`src/ball_follow_wheel_controller_unit_macros.svh`:
```
// Assertion macros for the ball follower block.
// No dependencies; included by the top level.
`ifndef BALL_FOLLOW_WHEEL_CONTROLLER_UNIT_MACROS_SVH
`define BALL_FOLLOW_WHEEL_CONTROLLER_UNIT_MACROS_SVH
`ifndef ASSERT_OFF
`define BFW_ASSERT(label, prop) \
  label: assert property (@(posedge clk_i) disable iff (!rst_ni) prop) \
    else $error("assertion failed");
`define BFW_ASSERT_RST(label, prop) \
  label: assert property (@(posedge clk_i) prop) else $error("assertion failed");
`else
`define BFW_ASSERT(label, prop)
`define BFW_ASSERT_RST(label, prop)
`endif
`endif

```
`src/bfw_pkg.sv`:
```
// Shared types and constants of the ball follower block.
// No dependencies.
package bfw_pkg;
  localparam int unsigned CB = 12;
  localparam logic [1:0] MODE_TRACK  = 2'd0;
  localparam logic [1:0] MODE_SEARCH = 2'd1;
  localparam logic [1:0] MODE_STOP   = 2'd2;
  localparam logic OP_DETECT = 1'b0;
  localparam logic OP_TICK   = 1'b1;
  localparam logic [2:0] REG_WIDTH = 3'd0, REG_TARGET = 3'd1, REG_DEAD = 3'd2,
    REG_TIMEOUT = 3'd3, REG_SIGN = 3'd4, REG_DGAIN = 3'd5, REG_SGAIN = 3'd6,
    REG_SEARCH = 3'd7;

  typedef struct packed {
    logic        op;
    logic [11:0] ball_x;
    logic [19:0] ball_area;
  } in_item_t;

  typedef struct packed {
    logic signed [15:0] left_speed;
    logic signed [15:0] right_speed;
    logic [1:0]         mode;
  } out_item_t;

  typedef enum logic [2:0] {
    ST_IDLE, ST_DIV_O, ST_LOAD_R, ST_DIV_R, ST_MIX1, ST_MIX2, ST_MIX3, ST_OUT
  } state_e;

  // controller to datapath
  typedef struct packed {
    logic take;      // latch request, start decision
    logic div_start; // load divider
    logic div_sel;   // 0 orientation, 1 area ratio
    logic div_save;  // capture quotient
    logic mix1;
    logic mix2;
    logic mix3;
    logic emit;
  } cmd_t;

  typedef struct packed {
    logic tick;
    logic track;     // tracking path needed
    logic div_done;
  } status_t;
endpackage

```
`src/bfw_ctrl.sv`:
```
// Sequencer of the ball follower block.
// Depends on bfw_pkg.
module bfw_ctrl (
  input  logic             clk_i,
  input  logic             rst_ni,
  input  logic             req_valid_i,
  output logic             req_stall_o,
  output logic             res_valid_o,
  input  logic             res_stall_i,
  input  bfw_pkg::status_t sts_i,
  output bfw_pkg::cmd_t    cmd_o
);
  import bfw_pkg::*;
  state_e st_q, st_d;
  logic   vld_q, vld_d;

  // next state
  always_comb begin
    st_d = st_q;
    unique case (st_q)
      ST_IDLE: if (req_valid_i && !req_stall_o) begin
        if (!sts_i.tick) st_d = ST_IDLE;
        else if (sts_i.track) st_d = ST_DIV_O;
        else st_d = ST_OUT;
      end
      ST_DIV_O: if (sts_i.div_done) st_d = ST_LOAD_R;
      ST_LOAD_R: st_d = ST_DIV_R;
      ST_DIV_R: if (sts_i.div_done) st_d = ST_MIX1;
      ST_MIX1: st_d = ST_MIX2;
      ST_MIX2: st_d = ST_MIX3;
      ST_MIX3: st_d = ST_OUT;
      ST_OUT: if (!vld_q || !res_stall_i) st_d = ST_IDLE;
      default: st_d = ST_IDLE;
    endcase
  end

  // outputs
  always_comb begin
    cmd_o = '0;
    req_stall_o = (st_q != ST_IDLE);
    unique case (st_q)
      ST_IDLE: begin
        cmd_o.take = req_valid_i;
        cmd_o.div_start = req_valid_i;
        cmd_o.div_sel = 1'b0;
      end
      ST_DIV_O: begin
        cmd_o.div_sel = 1'b0;
        cmd_o.div_save = sts_i.div_done;
      end
      // reload the divider with the area ratio operands
      ST_LOAD_R: begin
        cmd_o.div_sel = 1'b1;
        cmd_o.div_start = 1'b1;
      end
      ST_DIV_R: begin
        cmd_o.div_sel = 1'b1;
        cmd_o.div_save = sts_i.div_done;
      end
      ST_MIX1: cmd_o.mix1 = 1'b1;
      ST_MIX2: cmd_o.mix2 = 1'b1;
      ST_MIX3: cmd_o.mix3 = 1'b1;
      ST_OUT:  cmd_o.emit = !vld_q || !res_stall_i;
      default: cmd_o = '0;
    endcase
  end

  // result valid: set on emit, drop when taken
  always_comb begin
    vld_d = vld_q;
    if (vld_q && !res_stall_i) vld_d = 1'b0;
    if (cmd_o.emit) vld_d = 1'b1;
  end
  assign res_valid_o = vld_q;

  always_ff @(posedge clk_i or negedge rst_ni) begin
    if (!rst_ni) begin
      st_q <= ST_IDLE;
      vld_q <= 1'b0;
    end else begin
      st_q <= st_d;
      vld_q <= vld_d;
    end
  end
endmodule

```
`src/bfw_div.sv`:
```
// Restoring divider, one quotient bit a cycle, 33-bit dividend.
// Depends on bfw_pkg.
module bfw_div (
  input  logic        clk_i,
  input  logic        rst_ni,
  input  logic        start_i,
  input  logic [32:0] num_i,
  input  logic [19:0] den_i,
  output logic        done_o,
  output logic [32:0] quo_o
);
  import bfw_pkg::*;
  logic [5:0]  cnt_q, cnt_d;
  logic        busy_q, busy_d;
  logic [32:0] q_q, q_d;
  logic [20:0] r_q, r_d;
  logic [19:0] den_q, den_d;
  logic [20:0] sh;

  // shift in one bit, subtract when it fits
  always_comb begin
    busy_d = busy_q; cnt_d = cnt_q; q_d = q_q; r_d = r_q; den_d = den_q;
    sh = {r_q[19:0], q_q[32]};
    if (start_i) begin
      busy_d = 1'b1; cnt_d = 6'd33; q_d = num_i; r_d = '0; den_d = den_i;
    end else if (busy_q) begin
      if (sh >= {1'b0, den_q}) begin
        r_d = sh - {1'b0, den_q}; q_d = {q_q[31:0], 1'b1};
      end else begin
        r_d = sh; q_d = {q_q[31:0], 1'b0};
      end
      cnt_d = cnt_q - 6'd1;
      if (cnt_q == 6'd1) busy_d = 1'b0;
    end
  end
  assign done_o = busy_q && (cnt_q == 6'd1);
  assign quo_o = q_d;

  always_ff @(posedge clk_i or negedge rst_ni) begin
    if (!rst_ni) begin
      busy_q <= 1'b0; cnt_q <= '0;
    end else begin
      busy_q <= busy_d; cnt_q <= cnt_d;
    end
  end
  always_ff @(posedge clk_i) begin
    q_q <= q_d; r_q <= r_d; den_q <= den_d;
  end
endmodule

```
`src/bfw_dp.sv`:
```
// Datapath of the ball follower: state, divider operands, speed mixing.
// Depends on bfw_pkg and bfw_div.
module bfw_dp (
  input  logic              clk_i,
  input  logic              rst_ni,
  input  bfw_pkg::in_item_t req_i,
  input  logic [11:0]       width_i,
  input  logic [19:0]       target_i,
  input  logic [11:0]       dead_i,
  input  logic [15:0]       timeout_i,
  input  logic              sign_i,
  input  logic [14:0]       dgain_i,
  input  logic [14:0]       sgain_i,
  input  logic [15:0]       search_i,
  input  bfw_pkg::cmd_t     cmd_i,
  output bfw_pkg::status_t  sts_o,
  output bfw_pkg::out_item_t res_o
);
  import bfw_pkg::*;
  logic [11:0] lx_q;
  logic [19:0] la_q;
  logic        seen_q, sr_q;
  logic [15:0] age_q, age_inc;
  logic [12:0] dmag;
  logic        dneg;
  logic [32:0] num;
  logic [19:0] den;
  logic        ddone;
  logic [32:0] quo;
  logic [12:0] om_q, rat_q;
  logic [12:0] om_eff;
  logic [15:0] v1_q, omg_q, v2_q;
  logic [28:0] p1;
  logic [27:0] p2;
  logic [12:0] slow;
  logic [25:0] p3;
  logic signed [17:0] l_s, r_s, l_c, r_c, s_neg;
  out_item_t   res_q;
  logic        stop, track;

  assign age_inc = (age_q == 16'hFFFF) ? age_q : age_q + 16'd1;
  assign stop  = (target_i != '0) && (la_q >= target_i);
  assign track = seen_q && (age_inc <= timeout_i) && !stop;
  assign sts_o.tick = (req_i.op == OP_TICK);
  assign sts_o.track = track;
  assign sts_o.div_done = ddone;

  // offset |2x - w|
  always_comb begin
    logic [12:0] x2;
    x2 = {lx_q, 1'b0};
    dneg = x2 < {1'b0, width_i};
    dmag = dneg ? {1'b0, width_i} - x2 : x2 - {1'b0, width_i};
  end

  // divider operands: orientation then area ratio
  always_comb begin
    if (!cmd_i.div_sel) begin
      num = {8'd0, dmag, 12'd0};
      den = {8'd0, width_i};
    end else begin
      num = {1'b0, la_q, 12'd0};
      den = target_i;
    end
  end

  bfw_div u_div (
    .clk_i, .rst_ni, .start_i(cmd_i.div_start), .num_i(num), .den_i(den),
    .done_o(ddone), .quo_o(quo)
  );

  // detection and tick state update
  always_ff @(posedge clk_i or negedge rst_ni) begin
    if (!rst_ni) begin
      lx_q <= '0; la_q <= '0; seen_q <= 1'b0; age_q <= '0; sr_q <= 1'b1;
    end else if (cmd_i.take) begin
      if (req_i.op == OP_DETECT) begin
        lx_q <= req_i.ball_x; la_q <= req_i.ball_area; seen_q <= 1'b1;
        age_q <= '0; sr_q <= ({req_i.ball_x, 1'b0} >= {1'b0, width_i});
      end else begin
        age_q <= age_inc;
      end
    end
  end

  // capture quotients, clamped to one
  assign om_eff = (width_i == '0 || dmag < {dead_i, 1'b0}) ? 13'd0 : om_q;
  always_ff @(posedge clk_i) begin
    if (cmd_i.div_save && !cmd_i.div_sel)
      om_q <= (quo > 33'd4096) ? 13'd4096 : quo[12:0];
    if (cmd_i.div_save && cmd_i.div_sel)
      rat_q <= (target_i == '0) ? 13'd0 : ((quo > 33'd4096) ? 13'd4096 : quo[12:0]);
  end

  // mixing stages, one multiply each
  assign p1 = dgain_i * (13'd4096 - rat_q);
  assign p2 = sgain_i * om_eff;
  assign slow = (om_eff[12:1] > 12'd3072) ? 13'd1024 : 13'd4096 - {1'b0, om_eff[12:1]};
  assign p3 = v1_q[13:0] * slow[11:0] + (slow[12] ? {v1_q[13:0], 12'd0} : 26'd0);
  always_ff @(posedge clk_i) begin
    if (cmd_i.mix1) v1_q <= (p1[28:12] > 17'd8192) ? 16'd8192 : p1[27:12];
    if (cmd_i.mix2) omg_q <= (p2[27:12] > 16'd4096) ? 16'd4096 : p2[27:12];
    if (cmd_i.mix3) v2_q <= {2'd0, p3[25:12]};
  end

  // wheel speeds
  always_comb begin
    logic signed [17:0] om_s;
    om_s = ((dneg ^ sign_i) && om_eff != '0) ? -$signed({2'b0, omg_q})
                                              : $signed({2'b0, omg_q});
    l_s = $signed({2'b0, v2_q}) - om_s;
    r_s = $signed({2'b0, v2_q}) + om_s;
    l_c = (l_s > 18'sd8192) ? 18'sd8192 : l_s;
    r_c = (r_s > 18'sd8192) ? 18'sd8192 : r_s;
    if (sign_i) l_c = -l_c;
    s_neg = -$signed({{2{search_i[15]}}, search_i});
    if (s_neg > 18'sd32767) s_neg = 18'sd32767;
  end

  always_ff @(posedge clk_i) begin
    if (cmd_i.emit) begin
      if (!(seen_q && age_q <= timeout_i)) begin
        res_q.mode <= MODE_SEARCH;
        if (sr_q) begin
          res_q.right_speed <= search_i; res_q.left_speed <= s_neg[15:0];
        end else begin
          // spin the other way; the most negative speed saturates on negation
          res_q.right_speed <= s_neg[15:0];
          res_q.left_speed <= (search_i == 16'h8000) ? 16'h8001 : search_i;
        end
      end else if (stop) begin
        res_q.mode <= MODE_STOP; res_q.left_speed <= '0; res_q.right_speed <= '0;
      end else begin
        res_q.mode <= MODE_TRACK;
        res_q.left_speed <= l_c[15:0]; res_q.right_speed <= r_c[15:0];
      end
    end
  end
  assign res_o = res_q;
endmodule

```
`src/ball_follow_wheel_controller_unit.sv`:
```
// Top level of the ball follower: APB registers, sequencer and datapath.
// Depends on bfw_pkg, bfw_ctrl, bfw_dp and the macros header.
//
//  channel  direction  handshake          payload
//  req      in         req_valid/stall    in_item_t
//  res      out        res_valid/stall    out_item_t
//  apb      in         psel/penable       32-bit registers
//
// A detection is taken in the idle state and gives no result. A search or stop
// tick goes from idle straight to the output state, its result registered. A
// tracking tick runs two 33-step divisions in one shared divider
// with a reload state between them, three multiply stages and the output
// state. Reset clears the state and loads the registers with their defaults.
// A stalled result holds in its register; a tick waits behind it.
`include "ball_follow_wheel_controller_unit_macros.svh"
module ball_follow_wheel_controller_unit (
  input  logic               clk_i,
  input  logic               rst_ni,
  input  logic               req_valid_i,
  output logic               req_stall_o,
  input  bfw_pkg::in_item_t  req_i,
  output logic               res_valid_o,
  input  logic               res_stall_i,
  output bfw_pkg::out_item_t res_o,
  input  logic               psel,
  input  logic               penable,
  input  logic               pwrite,
  input  logic [4:0]         paddr,
  input  logic [31:0]        pwdata,
  output logic [31:0]        prdata,
  output logic               pready
);
  import bfw_pkg::*;
  logic [11:0] width_q, dead_q;
  logic [19:0] target_q;
  logic [15:0] timeout_q, search_q;
  logic        sign_q;
  logic [14:0] dgain_q, sgain_q;
  cmd_t        cmd;
  status_t     sts;
  logic [2:0]  ridx;

  assign pready = 1'b1;
  assign ridx = paddr[4:2];

  // register writes
  always_ff @(posedge clk_i or negedge rst_ni) begin
    if (!rst_ni) begin
      width_q <= 12'd640; target_q <= 20'd10000; dead_q <= 12'd20;
      timeout_q <= 16'd10; sign_q <= 1'b0; dgain_q <= 15'd4096;
      sgain_q <= 15'd4096; search_q <= 16'd2048;
    end else if (psel && penable && pwrite) begin
      unique case (ridx)
        REG_WIDTH:   width_q <= pwdata[11:0];
        REG_TARGET:  target_q <= pwdata[19:0];
        REG_DEAD:    dead_q <= pwdata[11:0];
        REG_TIMEOUT: timeout_q <= pwdata[15:0];
        REG_SIGN:    sign_q <= pwdata[0];
        REG_DGAIN:   dgain_q <= pwdata[14:0];
        REG_SGAIN:   sgain_q <= pwdata[14:0];
        REG_SEARCH:  search_q <= pwdata[15:0];
        default: ;
      endcase
    end
  end

  // register reads
  always_comb begin
    unique case (ridx)
      REG_WIDTH:   prdata = {20'd0, width_q};
      REG_TARGET:  prdata = {12'd0, target_q};
      REG_DEAD:    prdata = {20'd0, dead_q};
      REG_TIMEOUT: prdata = {16'd0, timeout_q};
      REG_SIGN:    prdata = {31'd0, sign_q};
      REG_DGAIN:   prdata = {17'd0, dgain_q};
      REG_SGAIN:   prdata = {17'd0, sgain_q};
      REG_SEARCH:  prdata = {16'd0, search_q};
      default:     prdata = '0;
    endcase
  end

  bfw_ctrl u_ctrl (
    .clk_i, .rst_ni, .req_valid_i, .req_stall_o, .res_valid_o, .res_stall_i,
    .sts_i(sts), .cmd_o(cmd)
  );

  bfw_dp u_dp (
    .clk_i, .rst_ni, .req_i, .width_i(width_q), .target_i(target_q),
    .dead_i(dead_q), .timeout_i(timeout_q), .sign_i(sign_q),
    .dgain_i(dgain_q), .sgain_i(sgain_q), .search_i(search_q),
    .cmd_i(cmd), .sts_o(sts), .res_o(res_o)
  );

  `BFW_ASSERT(a_emit_once, cmd.emit |=> res_valid_o)
  `BFW_ASSERT(a_res_hold, res_valid_o && res_stall_i |=> res_valid_o && $stable(res_o))
  `BFW_ASSERT_RST(a_rst_idle, !rst_ni |=> !res_valid_o && !req_stall_o)
endmodule

```
`config.mk`:
```
export PLATFORM = sky130hd
export DESIGN_NAME = ball_follow_wheel_controller_unit
export DESIGN_NICKNAME = d
export VERILOG_FILES = /design/src/bfw_pkg.sv /design/src/bfw_ctrl.sv /design/src/bfw_div.sv /design/src/bfw_dp.sv /design/src/ball_follow_wheel_controller_unit.sv
export VERILOG_INCLUDE_DIRS = /design/src /design/src/src
export SDC_FILE = /design/constraint.sdc
export NUM_CORES = 2
export LEC_CHECK = 0
export BUFFER_PORTS_ARGS = -buffer_cell sky130_fd_sc_hd__buf_2
export CAP_MARGIN = 20
export CORE_ASPECT_RATIO = 1.25
export CORE_UTILIZATION = 35
export DETAILED_ROUTE_END_ITERATION = 10
export SKIP_LAST_GASP = 1
export SLEW_MARGIN = 20
export SYNTH_ARGS = -nofsm -noshare
export SYNTH_HDL_FRONTEND = slang
export SYNTH_SLANG_ARGS = --single-unit
```
`constraint.sdc`:
```
create_clock -name clk_i -period 18.4 [get_ports clk_i]
set_input_delay 0 -clock clk_i [delete_from_list [all_inputs] [get_ports clk_i]]
set_output_delay 0 -clock clk_i [all_outputs]
set_load 0.03 [all_outputs]
```
==> out/results.md <==
| Step | Quantity | Value |
| --- | --- | --- |
| worst setup path | Worst reg2reg path startpoint | width_q[1]$_DFFE_PN0P_ |
| detailed routing | DR iter-0 viols | 1989 |
| layout | Count of filler cells inserted in the layout | 11950 |
| global routing | GR Util All Layers | 20.54% |
| detailed routing | Post-route antenna net violation count | 0 |
| sta | Number of endpoints with negative hold slack in the final report | 0 |
| detailed routing | Post-Route WL | 122900 um |
| synthesis | Register bit total from synthesis | 345 |
| floorplan | Standard cell core area | 117000 um2 |
| sta | Setup Total Neg Slack | 0 ns |
| layout | Net total in the final layout | 5548 |
| worst setup path | End of the worst register-to-register path | u_dp.v2_q[13]$_DFFE_PP_ |
| floorplan | Number of standard-cell rows in the floorplan | 140 |
| worst hold path | Hold Path Class | input pin to asynchronous set/reset pin |
| cts | Number of buffers created by CTS | 43 |
| detailed routing | Routed wire length per instance | 19.69 um |
| sta | # setup viols final | 0 |
| floorplan | Y dimension of the die | 386.6 um |
| worst setup path | Critical path peak fanout | 22 |
| synthesis | Average cell area after synthesis | 9.003 um2 |
| place | Routability Congestion | 0.9224 |
| place | HPWL reported at the end of detailed placement | 99080 um |
| cts | Clock root buffer master | clkbuf_16 |
| synthesis | List of most frequent post-synthesis cells | 703 x inv_1, 605 x nand2_1, 487 x fa_1 |
| synthesis | Ranking of synthesized cells by area | fa_1 24%, ha_1 10%, dfrtp_1 9.2% |
| global routing | Global-route congestion overflow total | 0 |
| synthesis | Count of warnings emitted by yosys | 0 |
| synthesis | Cell accounting for the most synthesized area | fa_1 |
| cts | Maximum clock insertion buffer count | 3 |
| place | Count of port buffers added during placement | 118 |
| synthesis | Ys flop type | dfrtp_1 |
| worst setup path | Crit path launch type | register |
| global routing | Global-route wire length before repair | 189900 um |
| sta | Final period utilization | 76.23% |
| floorplan | Effective utilization at floorplan | 35.39% |
| synthesis | Number of instances in the synthesized netlist | 4600 |
| cts | CTS hold repair buffers | 57 |
| sta | Max-slew violation count | 0 |
| synthesis | Share of synthesized area occupied by flip-flops and latches | 21.75% |
| worst setup path | Setup crit end kind | register |
| sta | Fmax | 71.30 MHz |
| synthesis | Number of enable-type register cells in the synthesized netlist | 124 |
| cts | TritonCTS clock tree | built |
| layout | Area taken by flip-flops and latches | 9009 um2 |
| flow run | Count of max-cap constraint violations | 0 |
| layout | Area Overhead vs Synth | 9.997% |
| layout | Multi-input logic area | 28970 um2 |
| layout | Share of layout cells above drive strength 1 | 8.673% |
| worst setup path | Register-to-Register Setup Slack | 4.37 ns |
| worst setup path | Crit Path Class | register to register |
| cts | Total of cells resized after clock tree synthesis | 0 |
| cts | # Post-CTS Setup Buffers | 0 |
| synthesis | FFs w/ async S/R, synth | 48.70% |
| cts | Clock-pin transition on the worst setup and hold timing paths | 0.06 ns |
| detailed routing | Iteration count of the initial detailed-routing pass | 5 |
| cts | Clock sinks | 345 |
| sta | Final worst clock skew | 0.02664 ns |
| cts | Source-to-sink clock delay at the later pin of the worst-skew pair | 0.59 ns |
| floorplan | Die Width | 309.7 um |
| floorplan | Die Area | 119700 um2 |
| sta | Clock period minus final worst setup slack | 14.03 ns |
| sta | Relative slew slack | 29.07% |
| global routing | Pin count of the biggest net entering global routing | 102 |
| synthesis | Fraction of post-synthesis cell area in the top cell type by area | 23.54% |
| synthesis | Post-synth design cell area | 41410 um2 |
| synthesis | Distinct cells, synth | 108 |
| outcome | Outcome | completed |
| detailed routing | Number of design rule violations left after detail routing | 0 |
| global routing | Initial antenna violation count | 10 |
| global routing | Vias in the first global route | 32750 |
| cts | CTS H-Tree Depth | 2 |
| worst setup path | Critical Path Max Stage Delay | 0.83 ns |
| synthesis | Most repeated cell in the gate-level netlist after synthesis | inv_1 |
| detailed routing | Mean number of vias per cell | 5.193 |
| detailed routing | Vias after detailed routing | 32430 |
| sta | Transition time at the pin with the least slew margin | 1.058 ns |
| sta | Unrepaired setup endpoints after global routing | no |
| worst setup path | Critical path required time | 18.71 ns |
| floorplan | I/O Pins | 146 |
| worst setup path | Arr. time, crit path | 14.34 ns |
| worst setup path | Crit-path slowest cell | nor2_1 |
| worst setup path | Register-to-Register Path Depth | 45 |
-- per-stage QoR --
stage	util, %	hold WS (ns)	area, um2	std cells	setup WS, ns
final	38.93	0.1288	45550	6244	4.375
after global routing	38.93	0.1792	45550	6243	3.479
after CTS	38.91	0.1266	45530	6243	4.420
after detailed placement	37.16	0.1730	43490	6107	4.511
after global placement	37.16	0.1675	43490	6107	4.666
after floorplan	-	-0.2956	41460	4614	7.393
-- per-layer routing --
metal,GRT usage [%],up-vias,share of wire (%)
li1,-,15110,-
met1,26.01,16200,41
met2,35.79,902,49
met3,2.405,203,5.9
met4,6.976,6,3.6
met5,0,-,0.029
-- kinds of logic after synthesis --
group / count (synthesis) / share of synthesized area, %
AO/OA/AOI/OAI: 706 / 11.11
XOR/XNOR: 163 / 3.447
adder cells (fa/ha/maj): 824 / 33.72
buffers and inverters: 935 / 8.704
flip-flops: 345 / 21.75
multiplexers: 156 / 4.127
other: 2 / 0.01813
AND/OR/NAND/NOR: 1469 / 17.12
-- worst max-delay path, delay by kind of cell (launching register included) --
family | cells | cell delay, ns
flops | 1 | 0.41
buf+inv | 5 | 0.64
simple gates | 11 | 2.97
compound gates | 18 | 5.07
xor+xnor | 2 | 0.40
fa+ha+maj | 9 | 4.21
-- placed cells by master (no fill, tap or decap), drive strengths merged, types with 38 or more instances in the layout --
cell type / count
xor2: 57
fa: 487
a21o: 44
and2: 216
clkbuf: 60
mux2i: 65
nand2: 605
o21a: 38
buf: 160
and3: 57
inv: 708
nor2: 240
dfrtp: 153
nor3: 93
dlygate4sd3: 57
ha: 337
nand3: 72
dfxtp: 53
o21ai: 208
a21oi: 156
mux2: 88
xnor2: 106
edfxtp: 124
-- flip-flops by register name, indices dropped and copies added, names as in the netlist, 12 cells and up --
signal            flops
u_dp.lx_q            12
u_dp.u_div.den_q     20
u_dp.res_o           34
sgain_q              15
search_q             16
u_dp.age_q           16
u_dp.om_q            13
timeout_q            16
u_dp.u_div.q_q       33
u_dp.v2_q            14
width_q              12
dgain_q              15
u_dp.la_q            20
u_dp.omg_q           16
u_dp.v1_q            14
u_dp.u_div.r_q       20
dead_q               12
target_q             20
u_dp.rat_q           13
-- worst max path at each step --
| stage | from | end | slack, ns | depth (start not counted) |
|---|---|---|---|---|
| floorplan | width_q[9]$_DFFE_PN1P_ | u_dp.v2_q[13]$_DFFE_PP_ | 7.39 | 50 |
| global placement | width_q[1]$_DFFE_PN0P_ | u_dp.v2_q[13]$_DFFE_PP_ | 4.67 | 45 |
| detailed placement | width_q[1]$_DFFE_PN0P_ | u_dp.v2_q[13]$_DFFE_PP_ | 4.51 | 45 |
| CTS | width_q[1]$_DFFE_PN0P_ | u_dp.v2_q[13]$_DFFE_PP_ | 4.42 | 45 |
| global route | width_q[1]$_DFFE_PN0P_ | u_dp.v2_q[13]$_DFFE_PP_ | 3.48 | 45 |
| finish | width_q[1]$_DFFE_PN0P_ | u_dp.v2_q[13]$_DFFE_PP_ | 4.37 | 45 |
-- cell type report --
type | instances | area share [%]
repair buffers | 218 | 3.277
multi-input cells | 3334 | 63.60
inverters | 705 | 5.809
well taps | 1562 | 4.290
flip-flops and latches | 345 | 19.78
diodes | 1 | 0.005493
clock buffers | 59 | 2.722
clock inverters | 20 | 0.5164
Power is not shown: default switching activity piles up to over one toggle a cycle in this logic, so the estimate is an artifact.
